[config.mk]
export PLATFORM = sky130hd
export DESIGN_NAME = ipfc_scale
export DESIGN_NICKNAME = d
export VERILOG_FILES = /design/src/design/ipfc_pkg.sv /design/src/design/ipfc_scale.sv
export SDC_FILE = /design/constraint.sdc
export NUM_CORES = 2
export LEC_CHECK = 0
export BUFFER_PORTS_ARGS = -buffer_cell sky130_fd_sc_hd__buf_2
export CAP_MARGIN = 40
export CORE_MARGIN = 4
export CORE_UTILIZATION = 55
export DETAILED_ROUTE_END_ITERATION = 12
export PLACE_DENSITY = 0.82
export SLEW_MARGIN = 5
export SYNTH_ARGS = -nofsm -noshare
export SYNTH_HDL_FRONTEND = slang
export SYNTH_SLANG_ARGS = --single-unit
[constraint.sdc]
create_clock -name clk -period 7.55 [get_ports clk]
set_input_delay 0 -clock clk [delete_from_list [all_inputs] [get_ports clk]]
set_output_delay 0 -clock clk [all_outputs]
set_load 0.01 [all_outputs]
[src/design/ipfc_pkg.sv]
// Shared constants, codes and types of the indexed pixel format converter.
`default_nettype none

package ipfc_pkg;

  // Palette geometry.
  localparam int PALETTE_DEPTH = 256;
  localparam int PAL_IDX_W     = $clog2(PALETTE_DEPTH);
  localparam int COUNT_W       = 9;
  localparam logic [COUNT_W-1:0] DEPTH_COUNT = COUNT_W'(PALETTE_DEPTH);

  // Register port geometry: eight registers at 8-byte strides.
  localparam int ADDR_W = 6;
  localparam int DATA_W = 64;

  // Channel scaling: (c * max + 127) / 255, the division done as a
  // multiply by ceil(2^33 / 255) followed by a right shift of 33.
  localparam int SUM_W   = 24;
  localparam int RECIP_W = 26;
  localparam int PROD_W  = SUM_W + RECIP_W;
  localparam int RECIP_SHIFT = 33;
  localparam logic [RECIP_W-1:0] RECIP_255  = 26'd33686019;
  localparam logic [SUM_W-1:0]   ROUND_BIAS = 24'd127;

  // Wire layout.
  localparam logic [2:0] MAX_BYTES = 3'd4;

  // Item function codes.
  localparam logic FUNC_WRITE   = 1'b0;
  localparam logic FUNC_CONVERT = 1'b1;

  // Register indexes.
  typedef enum logic [2:0] {
    REG_PIXEL_BYTES    = 3'd0,
    REG_MSB_FIRST      = 3'd1,
    REG_CHANNEL_MAXIMA = 3'd2,
    REG_RED_SHIFT      = 3'd3,
    REG_GREEN_SHIFT    = 3'd4,
    REG_BLUE_SHIFT     = 3'd5,
    REG_COLOR_COUNT    = 3'd6,
    REG_TWO_COLOR_PAIR = 3'd7
  } reg_idx_t;

  // Configuration as seen by the datapath.
  typedef struct packed {
    logic [2:0]         pixel_bytes;
    logic               msb_first;
    logic [47:0]        channel_maxima;
    logic [4:0]         red_shift;
    logic [4:0]         green_shift;
    logic [4:0]         blue_shift;
    logic [COUNT_W-1:0] color_count;
    logic [47:0]        two_color_pair;
  } cfg_t;

  // Color source control travelling with a pixel out of the lookup stage.
  typedef struct packed {
    logic two_color;
    logic fg_sel;
  } lookup_ctl_t;

  // Three scaled channels: index 2 red, 1 green, 0 blue.
  typedef logic [2:0][15:0] chan_t;

endpackage

`default_nettype wire

[src/design/ipfc_scale.sv]
// Stages 2 and 3: color select, channel multiply-round and reciprocal divide by 255.
`default_nettype none

module ipfc_scale
  import ipfc_pkg::*;
(
  input  wire logic        clk,
  input  wire logic        rst,
  input  wire logic        advance,
  input  wire logic        s1_valid,
  input  wire lookup_ctl_t s1_ctl,
  input  wire logic [23:0] s1_rgb,
  input  wire cfg_t        cfg,
  output logic             s3_valid,
  output chan_t            s3_chan
);

  logic [23:0]            rgb;
  logic [2:0][SUM_W-1:0]  sum;
  logic [2:0][SUM_W-1:0]  s2_sum;
  logic [2:0][PROD_W-1:0] recip_prod;
  logic                   s2_valid;

  // Color source: two-color pair or palette entry.
  always_comb begin
    if (s1_ctl.two_color) begin
      rgb = s1_ctl.fg_sel ? cfg.two_color_pair[47:24] : cfg.two_color_pair[23:0];
    end else begin
      rgb = s1_rgb;
    end
  end

  // Per-channel c * max + 127; the result stays below 2^24.
  always_comb begin
    for (int c = 0; c < 3; c++) begin
      sum[c] = SUM_W'(rgb[8*c +: 8]) * SUM_W'(cfg.channel_maxima[16*c +: 16]) + ROUND_BIAS;
    end
  end

  // Divide by 255 as a reciprocal multiply, exact for sums below 2^24.
  always_comb begin
    for (int c = 0; c < 3; c++) begin
      recip_prod[c] = PROD_W'(s2_sum[c]) * PROD_W'(RECIP_255);
    end
  end

  // Stage 2 and stage 3 data registers.
  always_ff @(posedge clk) begin
    if (advance) begin
      s2_sum <= sum;
      for (int c = 0; c < 3; c++) begin
        s3_chan[c] <= recip_prod[c][RECIP_SHIFT +: 16];
      end
    end
  end

  // Valid bits follow the data.
  always_ff @(posedge clk) begin
    if (rst) begin
      s2_valid <= 1'b0;
      s3_valid <= 1'b0;
    end else if (advance) begin
      s2_valid <= s1_valid;
      s3_valid <= s2_valid;
    end
  end

endmodule

`default_nettype wire

**After elaboration in Yosys (flattened, before gate mapping)**

Cells that the tools add are included.
W data, S select, Z words.

- Flip-flop bits (word level): 122
- Bits in latches: 0
- Memory bits (writable): 0
- Memory bits (read-only): 0
- Input bits: 154
- Output and inout port bits: 49
- Logic and storage cells: 19
- Memories kept: 0

- $add $sub $neg: 3
- Multiply operators: 6
- Div/mod/pow operators: 0
- Magnitude comparators: 0
- Equal/unequal tests: 0
- Shift-type cells: 0
- Mux-type cells: 2
- Bitwise gates (word level): 0
- Reductions and logical operators: 0

Operator list:

| cell | number |
|---|---|
| $mul A24 B26 Y49 const B | 3 |
| $add A24 B7 Y24 const B | 3 |
| $mul A8 B16 Y24 | 3 |
| $mux W24 | 2 |

**Depth between registers and ports, before layout**

- Word-level depth: 4
- Gate-level depth with buffers: 25
- Gate-level depth less buffers: 23

**Least setup slack after synthesis**

No wires, ideal clock.

- Path kind: input-to-reg
- Start point: input s1_ctl[0] (netlist name)
- End point: register s2_sum[68] (netlist name) (data pin)
- Setup time: 262 ps
- Data arrival time: 5382 ps
- Data required time: 7288 ps
- Slack: 1906 ps
- Cell stages on the path: 22
- Buffers on the path: 3
- Cell sequence: clkbuf_1 > buf_2 > mux2i_1 > nand2_1 > o21ai_0 > clkbuf_1 > nor2b_1 > fa_1 > fa_1 > fa_1 > inv_1 > fa_1 > inv_1 > ha_1 > a21o_1 > or3_1 > o211ai_2 > a21oi_1 > or4_1 > a31oi_2 > o21bai_1 > xor2_1

RTL lines:

| element | line | source |
|---|---|---|
| from (decl) | ipfc_scale.sv:11 | `input wire lookup_ctl_t s1_ctl,` |
| to (signal assigned) | ipfc_scale.sv:50 | `s2_sum <= sum;` |
| to (decl) | ipfc_scale.sv:20 | `logic [2:0][SUM_W-1:0] s2_sum;` |

==> metrics.cfg <==
[placed_design]
hpwlAfterDp_um=53100
port_buffers=174
gp_congestion=0.885
place_area_um2=31600

[route]
drt_iter0_drc=893
wl_per_cell_um=15.2
top_layer_used=met5
ant_nets=0
detail_route.first_pass.iterations=5
via_per_inst=5.30
wl_met3_um=2440
wl_met2_um=29700
wl_met1_um=27500
routed_wl_um=60600
dr_total_vias=21070
drc=0

[timing]
grt_setup_unrepaired=no
fmax_mhz=180
tightest_slew_ns=0.896
fin_crit_sh=0.737
fin_skew_ns=0.0135
slew_violations=0
maxSlewHeadroom=0.403
hold_viol_final=0
tns_ns=0
period_minus_slack_ns=5.57
finalSetupViolations=0

[cells_and_area]
design_area_um2=32200
syn2layout_area_growth_pct=8.33
nets=4502
drive_above_1_share=0.0813
fin_util=0.607

[floorplanning]
die-area_um2=57900
core-area_um2=53100
die_w_um=241
die_h_um=241
fp-row-count=84
ios=203
start_util=0.560

[min_path]
holdPathStages=3
hold_path_class=in -> reg

[clock_tree]
htreeDepth=4
cts_root_buf=clkbuf_16
cts_made_buffers=17
cts.sinks=122
clock_path_buffers=2
cts_tree=yes
clock_latency_ns=0.46
clk_pin_slew_ns=0.06
cts_setup_buffers=0

[synthesis]
ys_seq_area_frac=0.123
synth_cell_types=71
yosysWarnings=0
synthCells=3075
synth_ff_type=edfxtp_1
yosysTopAreaCellShare=0.299
synth_common_cells=ha_1, inv_1, fa_1
synth_nets=4306
synth_seq_cells=122
synth-edff-count=120
yosysTopAreaCell=ha_1
synth_most_common_cell=ha_1
synthTopCellsByArea=ha_1, fa_1, edfxtp_1
avgSynthCellArea_um2=9.67
synthesis.area_um2=29700
synthArstFlopShare=0

[worst_setup_path]
critPathKind=in -> reg
crit_buf_inv=5
cpPeakStageDelay_ns=0.62
critPathTopFamily=adder cells
cp_common_cell=fa_1
crit_cells=21
crit_slowest_cell=buf_2
reg2regPathDepth=20
cp_max_fo=48
crit_chain=buf_2 > nor2_1 > a21oi_1 > buf_4 > nand2_1 > fa_1 > inv_1 > fa_1 > fa_1 > inv_1 > fa_1 > inv_1 > ha_1 > a21oi_1 > nor2b_1 > o211ai_2 > a21oi_1 > or4_1 > a31oi_2 > o21bai_1 > xor2_1
cp-end-kind=flop
crit_path_start_kind=primary input
required_ns=7.76
cp.arrival_ns=5.78

[grt]
grt_pass1_wl_um=104000
overflow=0
grt_max_degree=67
antenna_found_initial=4
grt_pass1_vias=21982
grtUsageTotal=0.221

[status]
status=finished clean

[flow_run]
cap_viol_max_count=0

-- layout make-up --
cell class	count	area (µm²)
Fill cell	4241	20900
Clock inverter	14	155
Tap cell	688	861
Inverter	691	2590
Antenna cell	3	7.51
Timing Repair Buffer	210	1150
Clock buffer	18	429
Sequential cell	122	3640
Multi-Input combinational cell	2229	23400
-- timing repair --
| action | in CTS | in global routing |
|---|---|---|
| hold buffers | 4 | 0 |
| resized for setup | 0 | 0 |
| endpoints found under the hold margin | 4 | 0 |
-- sequential cells by signal, indices dropped and copies added (netlist names) --
name      count
s3_valid      1
s3_chan      48
s2_valid      1
s2_sum       72
-- through the flow --
step	instances	setup WS [ns]	hold slack, ns
3_3_place_gp	3929	1.33	0.178
6_report	3975	1.98	0.0643
2_1_floorplan	3075	1.91	0.0724
5_1_grt	3973	1.55	0.0630
4_1_cts	3971	1.86	0.0173
3_5_place_dp	3935	1.35	0.180
-- worst min-delay path, cell delays in order --
cell and delay [ns]:
buf_2 0.17, and2_1 0.18, inv_1 0.05
-- final timing paths --
kind | start | to | slack (ns)
max | s1_ctl[1] | s2_sum[68]$_DFFE_PP_ | 1.98
min reg2reg | s3_valid$_SDFFE_PP0P_ | s3_valid$_SDFFE_PP0P_ | 0.51
max reg2reg | s2_sum[22]$_DFFE_PP_ | s3_chan[8]$_DFFE_PP_ | 2.06
min | cfg[104] | s2_sum[48]$_DFFE_PP_ | 0.06
-- kinds of logic after synthesis --
kind of cell | after synthesis | share of synthesized area
multiplexers | 29 | 0.00976
flip-flops | 122 | 0.123
buffers and inverters | 724 | 0.0915
AND/OR/NAND/NOR | 677 | 0.123
adder cells (fa/ha/maj) | 1077 | 0.546
XOR/XNOR | 92 | 0.0271
AO/OA/AOI/OAI | 354 | 0.0802
-- placed cells by master (no fill, tap or decap), types with 76 or more instances in the layout --
cell type    n
ha_1       711
inv_1      691
fa_1       366
buf_2      174
nor2b_1    153
and2_1     150
nand2_1    133
edfxtp_1   120
a21oi_1    110
nor2_1      76
-- routing by layer --
metal	global-route usage	vias up
met1	0.291	10197
met3	0.0315	59
li1	-	10446
met5	0	-
met4	0.0512	4
met2	0.387	364
Power is left out: the tool's default activity adds up to more than one toggle a clock period on the data nets, which glitch-free logic cannot reach.
