===== src/design/ipfc_pkg.sv =====
// Shared constants, codes and types of the indexed pixel format converter.
`default_nettype none

package ipfc_pkg;

  // Palette geometry.
  localparam int PALETTE_DEPTH = 256;
  localparam int PAL_IDX_W     = $clog2(PALETTE_DEPTH);
  localparam int COUNT_W       = 9;
  localparam logic [COUNT_W-1:0] DEPTH_COUNT = COUNT_W'(PALETTE_DEPTH);

  // Register port geometry: eight registers at 8-byte strides.
  localparam int ADDR_W = 6;
  localparam int DATA_W = 64;

  // Channel scaling: (c * max + 127) / 255, the division done as a
  // multiply by ceil(2^33 / 255) followed by a right shift of 33.
  localparam int SUM_W   = 24;
  localparam int RECIP_W = 26;
  localparam int PROD_W  = SUM_W + RECIP_W;
  localparam int RECIP_SHIFT = 33;
  localparam logic [RECIP_W-1:0] RECIP_255  = 26'd33686019;
  localparam logic [SUM_W-1:0]   ROUND_BIAS = 24'd127;

  // Wire layout.
  localparam logic [2:0] MAX_BYTES = 3'd4;

  // Item function codes.
  localparam logic FUNC_WRITE   = 1'b0;
  localparam logic FUNC_CONVERT = 1'b1;

  // Register indexes.
  typedef enum logic [2:0] {
    REG_PIXEL_BYTES    = 3'd0,
    REG_MSB_FIRST      = 3'd1,
    REG_CHANNEL_MAXIMA = 3'd2,
    REG_RED_SHIFT      = 3'd3,
    REG_GREEN_SHIFT    = 3'd4,
    REG_BLUE_SHIFT     = 3'd5,
    REG_COLOR_COUNT    = 3'd6,
    REG_TWO_COLOR_PAIR = 3'd7
  } reg_idx_t;

  // Configuration as seen by the datapath.
  typedef struct packed {
    logic [2:0]         pixel_bytes;
    logic               msb_first;
    logic [47:0]        channel_maxima;
    logic [4:0]         red_shift;
    logic [4:0]         green_shift;
    logic [4:0]         blue_shift;
    logic [COUNT_W-1:0] color_count;
    logic [47:0]        two_color_pair;
  } cfg_t;

  // Color source control travelling with a pixel out of the lookup stage.
  typedef struct packed {
    logic two_color;
    logic fg_sel;
  } lookup_ctl_t;

  // Three scaled channels: index 2 red, 1 green, 0 blue.
  typedef logic [2:0][15:0] chan_t;

endpackage

`default_nettype wire


===== src/design/ipfc_regs.sv =====
// APB-style configuration register file.
`default_nettype none

module ipfc_regs
  import ipfc_pkg::*;
(
  input  wire logic              clk,
  input  wire logic              rst,
  input  wire logic              psel,
  input  wire logic              penable,
  input  wire logic              pwrite,
  input  wire logic [ADDR_W-1:0] paddr,
  input  wire logic [DATA_W-1:0] pwdata,
  output logic      [DATA_W-1:0] prdata,
  output logic                   pready,
  output cfg_t                   cfg
);

  reg_idx_t reg_idx;
  logic     wr_en;

  assign pready  = 1'b1;
  assign reg_idx = reg_idx_t'(paddr[ADDR_W-1:3]);
  assign wr_en   = psel && penable && pwrite && pready;

  // Register writes; all fields return to their documented reset values.
  always_ff @(posedge clk) begin
    if (rst) begin
      cfg.pixel_bytes    <= 3'd4;
      cfg.msb_first      <= 1'b0;
      cfg.channel_maxima <= 48'h00FF_00FF_00FF;
      cfg.red_shift      <= 5'd16;
      cfg.green_shift    <= 5'd8;
      cfg.blue_shift     <= 5'd0;
      cfg.color_count    <= '0;
      cfg.two_color_pair <= 48'hFFFF_FF00_0000;
    end else if (wr_en) begin
      unique case (reg_idx)
        REG_PIXEL_BYTES:    cfg.pixel_bytes    <= pwdata[2:0];
        REG_MSB_FIRST:      cfg.msb_first      <= pwdata[0];
        REG_CHANNEL_MAXIMA: cfg.channel_maxima <= pwdata[47:0];
        REG_RED_SHIFT:      cfg.red_shift      <= pwdata[4:0];
        REG_GREEN_SHIFT:    cfg.green_shift    <= pwdata[4:0];
        REG_BLUE_SHIFT:     cfg.blue_shift     <= pwdata[4:0];
        REG_COLOR_COUNT:    cfg.color_count    <= pwdata[COUNT_W-1:0];
        REG_TWO_COLOR_PAIR: cfg.two_color_pair <= pwdata[47:0];
        default: ;
      endcase
    end
  end

  // Read mux.
  always_comb begin
    unique case (reg_idx)
      REG_PIXEL_BYTES:    prdata = DATA_W'(cfg.pixel_bytes);
      REG_MSB_FIRST:      prdata = DATA_W'(cfg.msb_first);
      REG_CHANNEL_MAXIMA: prdata = DATA_W'(cfg.channel_maxima);
      REG_RED_SHIFT:      prdata = DATA_W'(cfg.red_shift);
      REG_GREEN_SHIFT:    prdata = DATA_W'(cfg.green_shift);
      REG_BLUE_SHIFT:     prdata = DATA_W'(cfg.blue_shift);
      REG_COLOR_COUNT:    prdata = DATA_W'(cfg.color_count);
      REG_TWO_COLOR_PAIR: prdata = DATA_W'(cfg.two_color_pair);
      default:            prdata = '0;
    endcase
  end

endmodule

`default_nettype wire


===== config.mk =====
export PLATFORM = sky130hd
export DESIGN_NAME = ipfc_regs
export DESIGN_NICKNAME = d
export VERILOG_FILES = /design/src/design/ipfc_pkg.sv /design/src/design/ipfc_regs.sv
export SDC_FILE = /design/constraint.sdc
export NUM_CORES = 1
export LEC_CHECK = 0
export ABC_AREA = 1
export BUFFER_PORTS_ARGS = -buffer_cell sky130_fd_sc_hd__buf_4
export CAP_MARGIN = 20
export CORE_UTILIZATION = 42
export CTS_CLUSTER_DIAMETER = 150
export DETAILED_ROUTE_END_ITERATION = 12
export GPL_TIMING_DRIVEN = 1
export PLACE_DENSITY_LB_ADDON = 0.25
export SYNTH_ARGS = -nofsm -noshare
export SYNTH_HDL_FRONTEND = slang
export SYNTH_SLANG_ARGS = --single-unit

===== constraint.sdc =====
create_clock -name clk -period 1.2 [get_ports clk]
set_input_delay 0.18 -clock clk [delete_from_list [all_inputs] [get_ports clk]]
set_output_delay 0.18 -clock clk [all_outputs]
set_load 0.02 [all_outputs]

* After elaboration in Yosys (flattened, before gate mapping)
Index checks and enable logic that the tools add are counted.
** Word-level totals
- Word-level logic and storage cells :: 27
- Output and inout bits :: 189
- Input bits :: 75
- Register bits after elaboration :: 124
** Operators by class
- Equal/unequal tests :: 7
- Muxes and demuxes :: 1
- Reduce and logical (&&, ||, !) cells :: 11
** Operators with widths (count)
- case mux 64 bit (8 select lines) :: 1
- AND reduction 2 bit :: 8
- equality test 3 bit (second input constant) :: 4
- equality test 3 x 2 -> 1 bit (second input constant) :: 2
- equality test 3 x 1 -> 1 bit (second input constant) :: 1
- zero test 3 bit :: 1
- logical AND 1 bit :: 2

* Logic depth before layout (Yosys ltp)
- Depth in word-level cells :: 3
- Mapped depth :: 9
- Depth with buffers taken out :: 7

* Least setup slack after synthesis
Ideal clock, no wire load.
- Kind :: input to output
- Start point :: input paddr[5]
- End point :: output prdata[5]
- Stages on the path :: 7
- Setup slack :: -141 ps
- Path buffers :: 3
- Data arrival time :: 1161 ps
- Data required time :: 1020 ps
- Path through :: buf_4 > inv_2 > nor2_2 > buf_4 > buf_2 > a22oi_1 > nand2_1
** Between the ends
- Word-level cells in the longest chain between the ends :: 2
- Elaborated cells on any way between the ends :: 9
- Classes of those cells :: 7 x eq/ne; 1 x mux; 1 x reduce/logical
** Ends and longest elaborated chain
- start: declaration :: line ipfc_regs.sv:12 : input wire logic [ADDR_W-1:0] paddr,
- equality test 3 bit (tied with other cells) :: line ipfc_regs.sv:54 : unique case (reg_idx)
- case mux 64 bit (8 select lines) * :: line ipfc_regs.sv:54
- end: declaration :: line ipfc_regs.sv:14 : output logic [DATA_W-1:0] prdata,
Mark *: on every way between the ends. The rest lies on a longest branch, timed or not. The select of a mux whose other input is x is not followed.

* Worst setup path after layout
- Start point :: register cfg[59] (netlist name)
- End point :: output prdata[2]
** Between the ends
- Word-level cells in the longest chain between the ends :: 1
** Ends and longest elaborated chain
- start: declaration :: line ipfc_regs.sv:16 : output cfg_t cfg
- case mux 64 bit (8 select lines) :: line ipfc_regs.sv:54
No other way between the ends. The select of a mux whose other input is x is not followed.

==> impl_metrics.tcl <==
set metrics [dict create \
    status "finished with violations" \
    violations "setup timing" \
    fmax_mhz 655 \
    fin_cells 1265 \
    antenna_left 0 \
    fill_cells 620 \
    crit_path_end_kind "primary output" \
    cts_tree "done" \
    min_path_type "in -> reg" \
    r2r_slack_ns 0.18 \
    cts_sinks 124 \
    io_pins 264 \
    grt_util_all_layers_pct 36.9 \
    viasPerCell 5.73 \
    worstHoldStart "pwdata[5]" \
    critPathRequiredTime_ns 1.02 \
    antenna_cells 0 \
    largest_reg_flops 124 \
    synthFlopType "dfxtp_1" \
    crit_chain "nand4_1 -> nand2_1 -> nor2_2 -> nand3_1 -> buf_6" \
    cp_slowest_cell "dfxtp_2" \
    ys_types 23 \
    layout-drive-gt1-share_pct 49.4 \
    totalWireLength_um 27400 \
    crit_arrival_ns 1.35 \
    post_drt_wl_per_cell_um 21.6 \
    worstSetupPathType "reg -> out" \
    rr_worst_depth 4 \
    synth_edf_count 0 \
    yosysWarnings 0 \
    antenna_found_initial 0 \
    io_buffers 227 \
    cpPeakStageDelay_ns 0.33 \
    hold_viol 0 \
    whs_path_depth 3 \
    rr_startpoint "cfg[96]" \
    dpl.hpwl_um 12500 \
    syn_inst 715 \
    finalPower_mw 11.1 \
    first_global_vias 6868 \
    place.gp.congestion 0.955 \
    clk_latency_ns 0.42 \
    htree_levels 4 \
    nets 1161 \
    rr_endpoint "cfg[96]" \
    maxCapViolations 0 \
    numCtsBuffers 17 \
    core_area_um2 12200 \
    clock_path_buffers 2 \
    rsz0062_at_grt "true" \
    final_area_um2 10300 \
    reg_top3 "cfg x124" \
    period_share_pct 127 \
    start_kind "flip-flop" \
    regMostFlops "cfg" \
    yosysSeqAreaShare_pct 46.7 \
    async_reset_ff_share_pct 0 \
    clk_pin_slew_ns 0.06 \
    drv_slew 0 \
    skew_ns 0 \
    root_buffer "clkbuf_16" \
    syn_avg_cell_area_um2 7.44 \
    netlist_area_um2 5320 \
    firstDrtPassIters 7 \
    dp_cells 1103 \
    row_count 40 \
    die-area_um2 13100 \
    min_to "cfg[77]" \
    fp.dieH_um 115 \
    setup_violations 55 \
    p_leak_nw 4.96 \
    via_count 7245 \
    drcViolationCount 0 \
    fp.dieW_um 115 \
    fin_crit_ns 1.53 \
    fin_tns_setup_ns -5.68 \
    grt_first_pass_wirelength_um 36400 \
    start_util_pct 43.7 \
    irDropWorstVdd_v 0.000669 \
    grt_overflow 0 \
    syn2layout_area_growth_pct 93.7 \
    drt_iter0_drc 979 \
    fin_ws_ns -0.326 \
    fin_util_pct 84.7 \
    ys_seq_elements 124 \
    crit_fanout 3 \
    power_density_nw_per_um2 1070 \
    grt_max_degree 65 \
    place_area_um2 7600 \
]
## cells in the mapped netlist (2+ instances only)
| master | count | area (µm²) |
|---|---|---|
| inv_2 | 4 | 15.0 |
| buf_6 | 7 | 78.8 |
| nand3_1 | 64 | 320 |
| dfxtp_1 | 124 | 2480 |
| o21ai_1 | 3 | 15.0 |
| nor2_2 | 4 | 25.0 |
| o21ai_0 | 71 | 355 |
| conb_1 | 2 | 7.51 |
| clkbuf_1 | 22 | 82.6 |
| nor3_1 | 19 | 95.1 |
| inv_1 | 14 | 52.6 |
| a22oi_1 | 2 | 15.0 |
| a21oi_1 | 4 | 20.0 |
| a22o_1 | 39 | 342 |
| buf_2 | 18 | 90.1 |
| buf_4 | 21 | 158 |
| nor2_1 | 147 | 552 |
| nand4_1 | 15 | 93.8 |
| nand2_1 | 131 | 492 |
## layer usage
layer	GRT usage, %	share of wire, %	vias up
li1	-	-	3102
met1	40.0	35	3370
met2	63.3	49	601
met3	10.7	10	172
met4	23.5	6.1	0
met5	0	0	-
## critical path, delay by kind of cell, from the launching register on
kind	cells	cell delay, ns
buf+inv	1	0.15
flops	1	0.33
simple gates	4	0.44
## area by class of cell
| cell class | instances | area (µm²) | area share [%] |
|---|---|---|---|
| clock buffer | 22 | 464 | 4.51 |
| inverter | 19 | 93.8 | 0.911 |
| clock inverter | 8 | 118 | 1.14 |
| timing repair inverter | 1 | 16.3 | 0.158 |
| timing repair buffer | 404 | 4160 | 40.4 |
| multi-input combinational | 519 | 2630 | 25.5 |
| tap | 168 | 210 | 2.04 |
| sequential | 124 | 2610 | 25.3 |
## where the power goes
part / internal (mW) / switching [mW]
sequential: 4.18 / 0.0518
combinational: 0.771 / 0.829
clock: 3.33 / 1.90
total: 8.28 / 2.78
## cell usage in the layout (no fill, tap or decap), types with 3 or more instances in the layout
cell	count
a22o_1	24
a22o_4	15
buf_12	20
buf_16	5
buf_4	161
buf_6	176
bufinv_16	3
clkbuf_1	3
clkbuf_16	17
clkinv_2	4
conb_1	17
dfxtp_1	24
dfxtp_2	99
dlygate4sd3_1	40
inv_1	8
inv_2	7
inv_8	3
nand2_1	127
nand2_2	4
nand3_1	60
nand3_2	4
nand4_1	15
nor2_1	140
nor2_2	9
nor3_1	19
o21ai_0	71
o21ai_1	3
## logic make-up (layout without fill, tap and decap cells)
logic type,count (synthesis),in the layout,synth area share (%)
buffers and inverters,87,454,9.03
AND/OR/NAND/NOR,382,382,30.0
AO/OA/AOI/OAI,120,120,14.2
flip-flops,124,124,46.7
other,2,17,0.141
## worst max path at each step
stage	startpoint	endpoint	slack, ns	cells past startpoint
floorplan	paddr[5]	prdata[14]	-0.05	6
global placement	paddr[4]	prdata[2]	-0.20	7
detailed placement	paddr[3]	cfg[98]	-0.24	9
CTS	cfg[50]	prdata[2]	-0.29	5
global route	cfg[59]	prdata[2]	-0.35	5
finish	cfg[59]	prdata[2]	-0.33	5
## through the flow
stage	hold WS, ns	worst slack [ns]
after floorplan	0.293	-0.0469
after global placement	0.388	-0.203
after detailed placement	0.392	-0.242
after CTS	0.0101	-0.292
after global routing	0.0162	-0.349
final	0.0260	-0.326
## timing repair
item | CTS | global route
hold buffers | 40 | 0
hold endpoints to repair | 61 | 0
buffers inserted | 79 | 9
cloned | 7 | 0
setup endpoints to repair | 51 | 116
gates resized for setup | 226 | 100
pin swaps | 62 | 23
Note: power is estimated with default switching activity, not from simulation.
