<file path="src/design/ipfc_pkg.sv">
// Shared constants, codes and types of the indexed pixel format converter.
`default_nettype none

package ipfc_pkg;

  // Palette geometry.
  localparam int PALETTE_DEPTH = 256;
  localparam int PAL_IDX_W     = $clog2(PALETTE_DEPTH);
  localparam int COUNT_W       = 9;
  localparam logic [COUNT_W-1:0] DEPTH_COUNT = COUNT_W'(PALETTE_DEPTH);

  // Register port geometry: eight registers at 8-byte strides.
  localparam int ADDR_W = 6;
  localparam int DATA_W = 64;

  // Channel scaling: (c * max + 127) / 255, the division done as a
  // multiply by ceil(2^33 / 255) followed by a right shift of 33.
  localparam int SUM_W   = 24;
  localparam int RECIP_W = 26;
  localparam int PROD_W  = SUM_W + RECIP_W;
  localparam int RECIP_SHIFT = 33;
  localparam logic [RECIP_W-1:0] RECIP_255  = 26'd33686019;
  localparam logic [SUM_W-1:0]   ROUND_BIAS = 24'd127;

  // Wire layout.
  localparam logic [2:0] MAX_BYTES = 3'd4;

  // Item function codes.
  localparam logic FUNC_WRITE   = 1'b0;
  localparam logic FUNC_CONVERT = 1'b1;

  // Register indexes.
  typedef enum logic [2:0] {
    REG_PIXEL_BYTES    = 3'd0,
    REG_MSB_FIRST      = 3'd1,
    REG_CHANNEL_MAXIMA = 3'd2,
    REG_RED_SHIFT      = 3'd3,
    REG_GREEN_SHIFT    = 3'd4,
    REG_BLUE_SHIFT     = 3'd5,
    REG_COLOR_COUNT    = 3'd6,
    REG_TWO_COLOR_PAIR = 3'd7
  } reg_idx_t;

  // Configuration as seen by the datapath.
  typedef struct packed {
    logic [2:0]         pixel_bytes;
    logic               msb_first;
    logic [47:0]        channel_maxima;
    logic [4:0]         red_shift;
    logic [4:0]         green_shift;
    logic [4:0]         blue_shift;
    logic [COUNT_W-1:0] color_count;
    logic [47:0]        two_color_pair;
  } cfg_t;

  // Color source control travelling with a pixel out of the lookup stage.
  typedef struct packed {
    logic two_color;
    logic fg_sel;
  } lookup_ctl_t;

  // Three scaled channels: index 2 red, 1 green, 0 blue.
  typedef logic [2:0][15:0] chan_t;

endpackage

`default_nettype wire

</file>
<file path="src/design/ipfc_pack.sv">
// Stage 4: field placement, wire byte layout and the output register.
`default_nettype none

module ipfc_pack
  import ipfc_pkg::*;
(
  input  wire logic   clk,
  input  wire logic   rst,
  input  wire logic   advance,
  input  wire logic   s3_valid,
  input  wire chan_t  s3_chan,
  input  wire cfg_t   cfg,
  output logic        out_valid,
  output logic [31:0] wire_word,
  output logic [2:0]  byte_count
);

  logic [31:0] val;
  logic [2:0]  nbytes;
  logic [1:0]  pos;
  logic [31:0] word;

  // Shift each scaled channel into place; bits past 31 fall off.
  assign val = ((32'(s3_chan[2])) << cfg.red_shift) |
               ((32'(s3_chan[1])) << cfg.green_shift) |
               ((32'(s3_chan[0])) << cfg.blue_shift);

  // Zero or anything above four bytes means four.
  assign nbytes = ((cfg.pixel_bytes == 3'd0) || (cfg.pixel_bytes > MAX_BYTES)) ?
                  MAX_BYTES : cfg.pixel_bytes;

  // Lay out the low nbytes bytes, reversed when most significant goes first.
  always_comb begin
    word = '0;
    pos  = '0;
    for (int i = 0; i < 4; i++) begin
      if (3'(i) < nbytes) begin
        pos  = cfg.msb_first ? 2'(nbytes - 3'(i) - 3'd1) : 2'(i);
        word = word | ((32'(val[8*i +: 8])) << {pos, 3'b000});
      end
    end
  end

  // Output register.
  always_ff @(posedge clk) begin
    if (advance) begin
      wire_word  <= word;
      byte_count <= nbytes;
    end
  end

  always_ff @(posedge clk) begin
    if (rst) begin
      out_valid <= 1'b0;
    end else if (advance) begin
      out_valid <= s3_valid;
    end
  end

endmodule

`default_nettype wire

</file>
<file path="config.mk">
export PLATFORM = sky130hd
export DESIGN_NAME = ipfc_pack
export DESIGN_NICKNAME = d
export VERILOG_FILES = /design/src/design/ipfc_pkg.sv /design/src/design/ipfc_pack.sv
export SDC_FILE = /design/constraint.sdc
export NUM_CORES = 1
export LEC_CHECK = 0
export ABC_AREA = 1
export BUFFER_PORTS_ARGS = -buffer_cell sky130_fd_sc_hd__clkbuf_2
export CORE_MARGIN = 2
export CORE_UTILIZATION = 55
export CTS_CLUSTER_DIAMETER = 50
export CTS_CLUSTER_SIZE = 14
export DETAILED_ROUTE_END_ITERATION = 16
export PLACE_DENSITY = 0.86
export SLEW_MARGIN = 20
export SYNTH_ARGS = -nofsm -noshare
export SYNTH_HDL_FRONTEND = slang
export SYNTH_SLANG_ARGS = --single-unit
</file>
<file path="constraint.sdc">
create_clock -name clk -period 5.05 [get_ports clk]
set_clock_uncertainty 0.05 [all_clocks]
set_input_delay 0.7575 -clock clk [delete_from_list [all_inputs] [get_ports clk]]
set_output_delay 0.7575 -clock clk [all_outputs]
set_load 0.005 [all_outputs]
</file>
# Word-level counts from Yosys, hierarchy flattened
# Cells that the tools add are included.
dict set report word_totals {
  in_bits 176
  output_inout_bits 36
  reg_bits 36
  word_cells 37
}
dict set report op_classes {
  magnitude_cmp 5
  muxes 9
  n_shift 7
  reduce_logical 2
  add_sub_neg 6
  bitwise 5
}
# op n
set op_table {}
lappend op_table {{bitwise OR 32 bit} 5}
lappend op_table {{2-to-1 mux 32 bit} 4}
lappend op_table {{left shift 8 x 5 -> 32 bit} 4}
lappend op_table {{left shift 16 x 5 -> 32 bit} 3}
lappend op_table {{2-to-1 mux 2 bit} 4}
lappend op_table {{subtractor 2 x 1 -> 2 bit (second input constant)} 4}
lappend op_table {{< comparator 1 x 3 -> 1 bit (first input constant)} 2}
lappend op_table {{< comparator 2 x 3 -> 1 bit (first input constant)} 2}
lappend op_table {{subtractor 2 bit (second input constant)} 2}
lappend op_table {{greater-than comparator 3 bit (second input constant)} 1}
lappend op_table {{logical NOT 3 bit} 1}
lappend op_table {{2-to-1 mux 3 bit} 1}
lappend op_table {{logical OR 1 bit} 1}

# Longest topological paths before layout
dict set report logic_depth {
  depth_word 13
  mapped_depth 14
  depth_no_buf 13
}

# Worst setup path before layout
# OpenSTA, ideal clock, no wires.
dict set report synth_timing {
  path_kind {in2reg}
  startpoint {in cfg[122] (netlist bit)}
  endpoint {reg wire_word[12] (data pin)}
  arrival_time_ns 2.043
  setup_time_ns 0.264
  path_buffers 2
  setup_slack_ns 2.693
  cell_stages 10
  required_time_ns 4.736
  cell_sequence {inv_1 -> nand2_1 -> ha_1 -> nor2_1 -> nor2_1 -> inv_2 -> buf_2 -> buf_2 -> nand3_1 -> nand4_1}
}
dict set report synth_between {
  elab_chain_cells 13
  word_cells_on_any_way 29
  classes_between {add/sub: 6; order compare: 5; shift: 4; mux: 9; bitwise: 3; reduce/logical: 2}
}
# element line
set synth_rtl {}
lappend synth_rtl {{start, declared} ipfc_pack.sv:12} ;# input wire cfg_t cfg,
lappend synth_rtl {{greater-than comparator 3 bit / logical NOT 3 bit (equally long branches)} ipfc_pack.sv:29} ;# assign nbytes = ((cfg.pixel_bytes == 3'd0) || (cfg.pixel_bytes > MAX_BYTES)) ?
lappend synth_rtl {{logical OR 1 bit *} ipfc_pack.sv:29}
lappend synth_rtl {{2-to-1 mux 3 bit *} ipfc_pack.sv:29}
lappend synth_rtl {{via nbytes[0]} ipfc_pack.sv:19} ;# logic [2:0] nbytes;
lappend synth_rtl {{subtractor 2 x 1 -> 2 bit} ipfc_pack.sv:38} ;# pos = cfg.msb_first ? 2'(nbytes - 3'(i) - 3'd1) : 2'(i);
lappend synth_rtl {{subtractor 2 x 1 -> 2 bit / 2-to-1 mux 2 bit (equally long branches)} ipfc_pack.sv:38}
lappend synth_rtl {{2-to-1 mux 2 bit / left shift 8 x 5 -> 32 bit (equally long branches)} {ipfc_pack.sv:38, ipfc_pack.sv:39}}
lappend synth_rtl {{left shift 8 x 5 -> 32 bit / 2-to-1 mux 32 bit (equally long branches)} {ipfc_pack.sv:39, ipfc_pack.sv:37}}
lappend synth_rtl {{bitwise OR 32 bit} ipfc_pack.sv:39} ;# word = word | ((32'(val[8*i +: 8])) << {pos, 3'b000});
lappend synth_rtl {{2-to-1 mux 32 bit} ipfc_pack.sv:37} ;# if (3'(i) < nbytes) begin
lappend synth_rtl {{bitwise OR 32 bit} ipfc_pack.sv:39}
lappend synth_rtl {{2-to-1 mux 32 bit} ipfc_pack.sv:37}
lappend synth_rtl {{bitwise OR 32 bit} ipfc_pack.sv:39}
lappend synth_rtl {{2-to-1 mux 32 bit *} ipfc_pack.sv:37}
lappend synth_rtl {{via word[12]} ipfc_pack.sv:21} ;# logic [31:0] word;
lappend synth_rtl {{end signal, assigned} ipfc_pack.sv:47} ;# wire_word <= word;
lappend synth_rtl {{end, declared} ipfc_pack.sv:14} ;# output logic [31:0] wire_word,
# Mark *: on every way through the listed nets, which the timed path passes. The rest lies on a longest branch.
# A chain may end at the register's enable or synchronous reset.

# Worst setup path after layout
dict set report layout_timing {
  startpoint {in cfg[122] (netlist bit)}
  endpoint {reg wire_word[1] (data pin)}
}
# The elaborated chain is that of the path after synthesis.

==> impl_metrics.ini <==
[worst_setup_path]
r2r-end = out_valid$_SDFFE_PP0P_
worstSetupEndpoint = wire_word[1]$_DFFE_PP_
crit_fanout = 61
reg2reg_slack_ps = 4410
worstSetupStartpointType = input pin
crit-reg2reg-launch = out_valid$_SDFFE_PP0P_
reg2regPathDepth = 2
critical_path_class = in -> reg
arrival_ps = 3170
end_kind = flip-flop
crit_required_ps = 5160
cp-startpoint = cfg[122]

[detailed_routing]
drc = 0
drt-total-wl_um = 20600
routedWlPerCell_um = 16.6
drt_iter0_drc = 974
wl_met3_um = 2280
vias = 7592
drtAntennaViolNets = 0
wl_met1_um = 9260
top_layer = met4
viasPerCell = 6.10
wl_met2_um = 8530
dr.pass1.iters = 6

[pwr]
p_per_area_nw_per_um2 = 196
p_comb_share_pct = 51.7
p_int_uw = 673
vdd_ir_drop_max_v = 0.000133
p_sw_share_pct = 45.8
p_switching_uw = 570
p_seq_share_pct = 31.7
power.share.clock_pct = 16.7
p_leak_nw = 3.20

[global_route]
grt_max_degree = 62
grt_first_pass_wirelength_um = 32300
first_global_vias = 6349
grt_use_total_pct = 35.3
antenna_found_initial = 0
overflow = 0

[cts]
ctsResizeCount = 0
clockBufferDepth = 2
cts_buffers = 5
cts_tree = built
htree_levels = 2
path_clk_slew_ps = 80
worstSkewPairLatency_ps = 300
cts-hold-fix-buffers = 0
clkSinkCount = 36
cts_setup_buffers = 0
cts_root_buffer = clkbuf_8

[sta]
period_minus_slack_ps = 3060
worst_hold_slack_ps = 450
finalCritPeriodShare_pct = 60.6
max_slew_margin_pct = 37.0
drv_slew = 0
setup_viol = 0
finalSetupTns_ps = 0
rsz0062_at_grt = no
hold_violations = 0
timing.fmax_ghz = 0.327
max_slew.worst_pin.slew_ps = 944

[synth]
synth_compound_area_share_pct = 3.12
yosys_warnings = 0
synth.distinct_cells = 31
yosys.area_share.adder_pct = 0.211
synthSimpleGateAreaFrac_pct = 67.6
avgSynthCellArea_um2 = 5.60
synth_area_um2 = 5930
synthCells = 1059
syn_nets = 1236
synth_mux_area_share_pct = 0.169
synth_top_family_by_area = simple AND/OR/NAND/NOR gates
ys_seq_area_share_pct = 18.1
ys_ff_latch = 36
synthXorXnorAreaFrac_pct = 0

[place]
dp_hpwl_um = 16200
gp_congestion = 1.08
io_buffers = 106

[layout]
drive_gt1_share_pct = 16.7
syn_to_final_growth_pct = 7.11
multiInputGateArea_um2 = 4240
finalNetCount = 1284
final-seq-area_um2 = 1070
antenna_cells = 0
n_fill_cell = 1103

[hold_path]
worstHoldPathType = reg -> reg

[die]
die_w_um = 108
die_y_um = 108
die-area_um2 = 11600
rows = 37
core_um2 = 10400
io_pins = 212
start_util_pct = 56.9

[run_status]
outcome = finished, final reports clean

[flow_run]
maxCapViolCount = 0
critical path: stages:
cell and delay [ps]:
clkbuf_2 90, inv_1 90, nand2_1 60, ha_1 310, nor2_1 260, nor2_4 40
buf_4 300, inv_2 760, nand2_1 110, inv_1 100, nand2_1 50, nand2_1 100
clkinv_1 60, nand3_1 60
flip-flops by register name, summed over array words and instances (netlist names):
| register | cells |
|---|---|
| byte_count | 3 |
| wire_word | 32 |
| out_valid | 1 |
final cells by class:
| class | instances | share of cell area, % |
|---|---|---|
| Multi-Input combinational cell | 894 | 66.7 |
| Clock inverter | 3 | 0.296 |
| Inverter | 63 | 3.88 |
| Clock buffer | 5 | 1.08 |
| Sequential cell | 36 | 16.9 |
| Timing Repair Buffer | 107 | 8.47 |
| Tap cell | 136 | 2.68 |
kinds of logic (layout without fill, tap and decap cells):
| group | Yosys count | count (layout) |
|---|---|---|
| DFF | 36 | 36 |
| buffers and inverters | 129 | 178 |
| muxes | 1 | 1 |
| and+or+nand+nor | 860 | 860 |
| AOI/OAI and AO/OA | 32 | 32 |
| adders and majority gates | 1 | 1 |
layout by cell type, fill, tap and decap left out, types with 2 or more instances in the layout:
cell type / count
nand3_1: 394
nand2_1: 319
clkbuf_2: 106
nor2_1: 58
inv_1: 45
edfxtp_1: 35
nand4_1: 34
nand2_2: 25
nand3_2: 18
inv_2: 12
a21oi_1: 11
o21ai_0: 9
nor2_2: 6
o21ai_1: 6
clkbuf_8: 5
nor2_4: 3
clkinv_1: 3
inv_4: 2
nor3_1: 2
o221ai_1: 2
clkinv_2: 2
per-layer routing:
metal	vias up	track usage (%)
li1	3720	-
met1	3355	52.4
met2	478	51.8
met3	39	6.60
met4	0	9.98
met5	-	0
power by group through the flow:
stage / Clock (mW) / Combinational (mW) / Sequential (mW)
2_1_floorplan: 0 / 0.432 / 0.405
3_3_place_gp: 0 / 0.609 / 0.398
3_5_place_dp: 0 / 0.619 / 0.400
4_1_cts: 0.205 / 0.622 / 0.394
5_1_grt: 0.216 / 0.707 / 0.398
6_report: 0.207 / 0.642 / 0.394
how the worst min path moves through the flow:
| stage | start | end | slack [ps] | cells after the start |
|---|---|---|---|---|
| finish | out_valid$_SDFFE_PP0P_ | out_valid$_SDFFE_PP0P_ | 450 | 2 |
| global placement | out_valid$_SDFFE_PP0P_ | out_valid$_SDFFE_PP0P_ | 420 | 2 |
| floorplan | out_valid$_SDFFE_PP0P_ | out_valid$_SDFFE_PP0P_ | 430 | 2 |
| detailed placement | out_valid$_SDFFE_PP0P_ | out_valid$_SDFFE_PP0P_ | 440 | 2 |
| CTS | out_valid$_SDFFE_PP0P_ | out_valid$_SDFFE_PP0P_ | 460 | 2 |
| global route | out_valid$_SDFFE_PP0P_ | out_valid$_SDFFE_PP0P_ | 500 | 2 |
synth_stat cells, drive strengths merged:
library cell	n	area share, %
ha	1	0.21
clkinv	3	0.19
o2bb2ai	1	0.15
inv	60	4.0
dfxtp	1	0.34
nor2	67	4.5
o211ai	2	0.34
nand4	34	3.6
nand3	412	36
nor3	3	0.34
mux2i	1	0.17
o21ai	15	1.3
a21oi	12	1.1
edfxtp	35	18
o221ai	2	0.30
nand2	344	23
clkbuf	9	0.57
buf	57	6.1
metrics by stage:
| stage | cells | setup slack [ps] | total power, mW | instance area (um2) | util, % |
|---|---|---|---|---|---|
| 2_1_floorplan | 1059 | 2690 | 0.837 | 5930 | - |
| 3_3_place_gp | 1236 | 1790 | 1.01 | 6250 | 60.0 |
| 3_5_place_dp | 1236 | 1720 | 1.02 | 6250 | 60.0 |
| 4_1_cts | 1244 | 2020 | 1.22 | 6330 | 60.8 |
| 5_1_grt | 1244 | 1680 | 1.32 | 6350 | 60.9 |
| 6_report | 1244 | 1990 | 1.24 | 6350 | 60.9 |
Note: power is estimated with default switching activity, not from simulation.
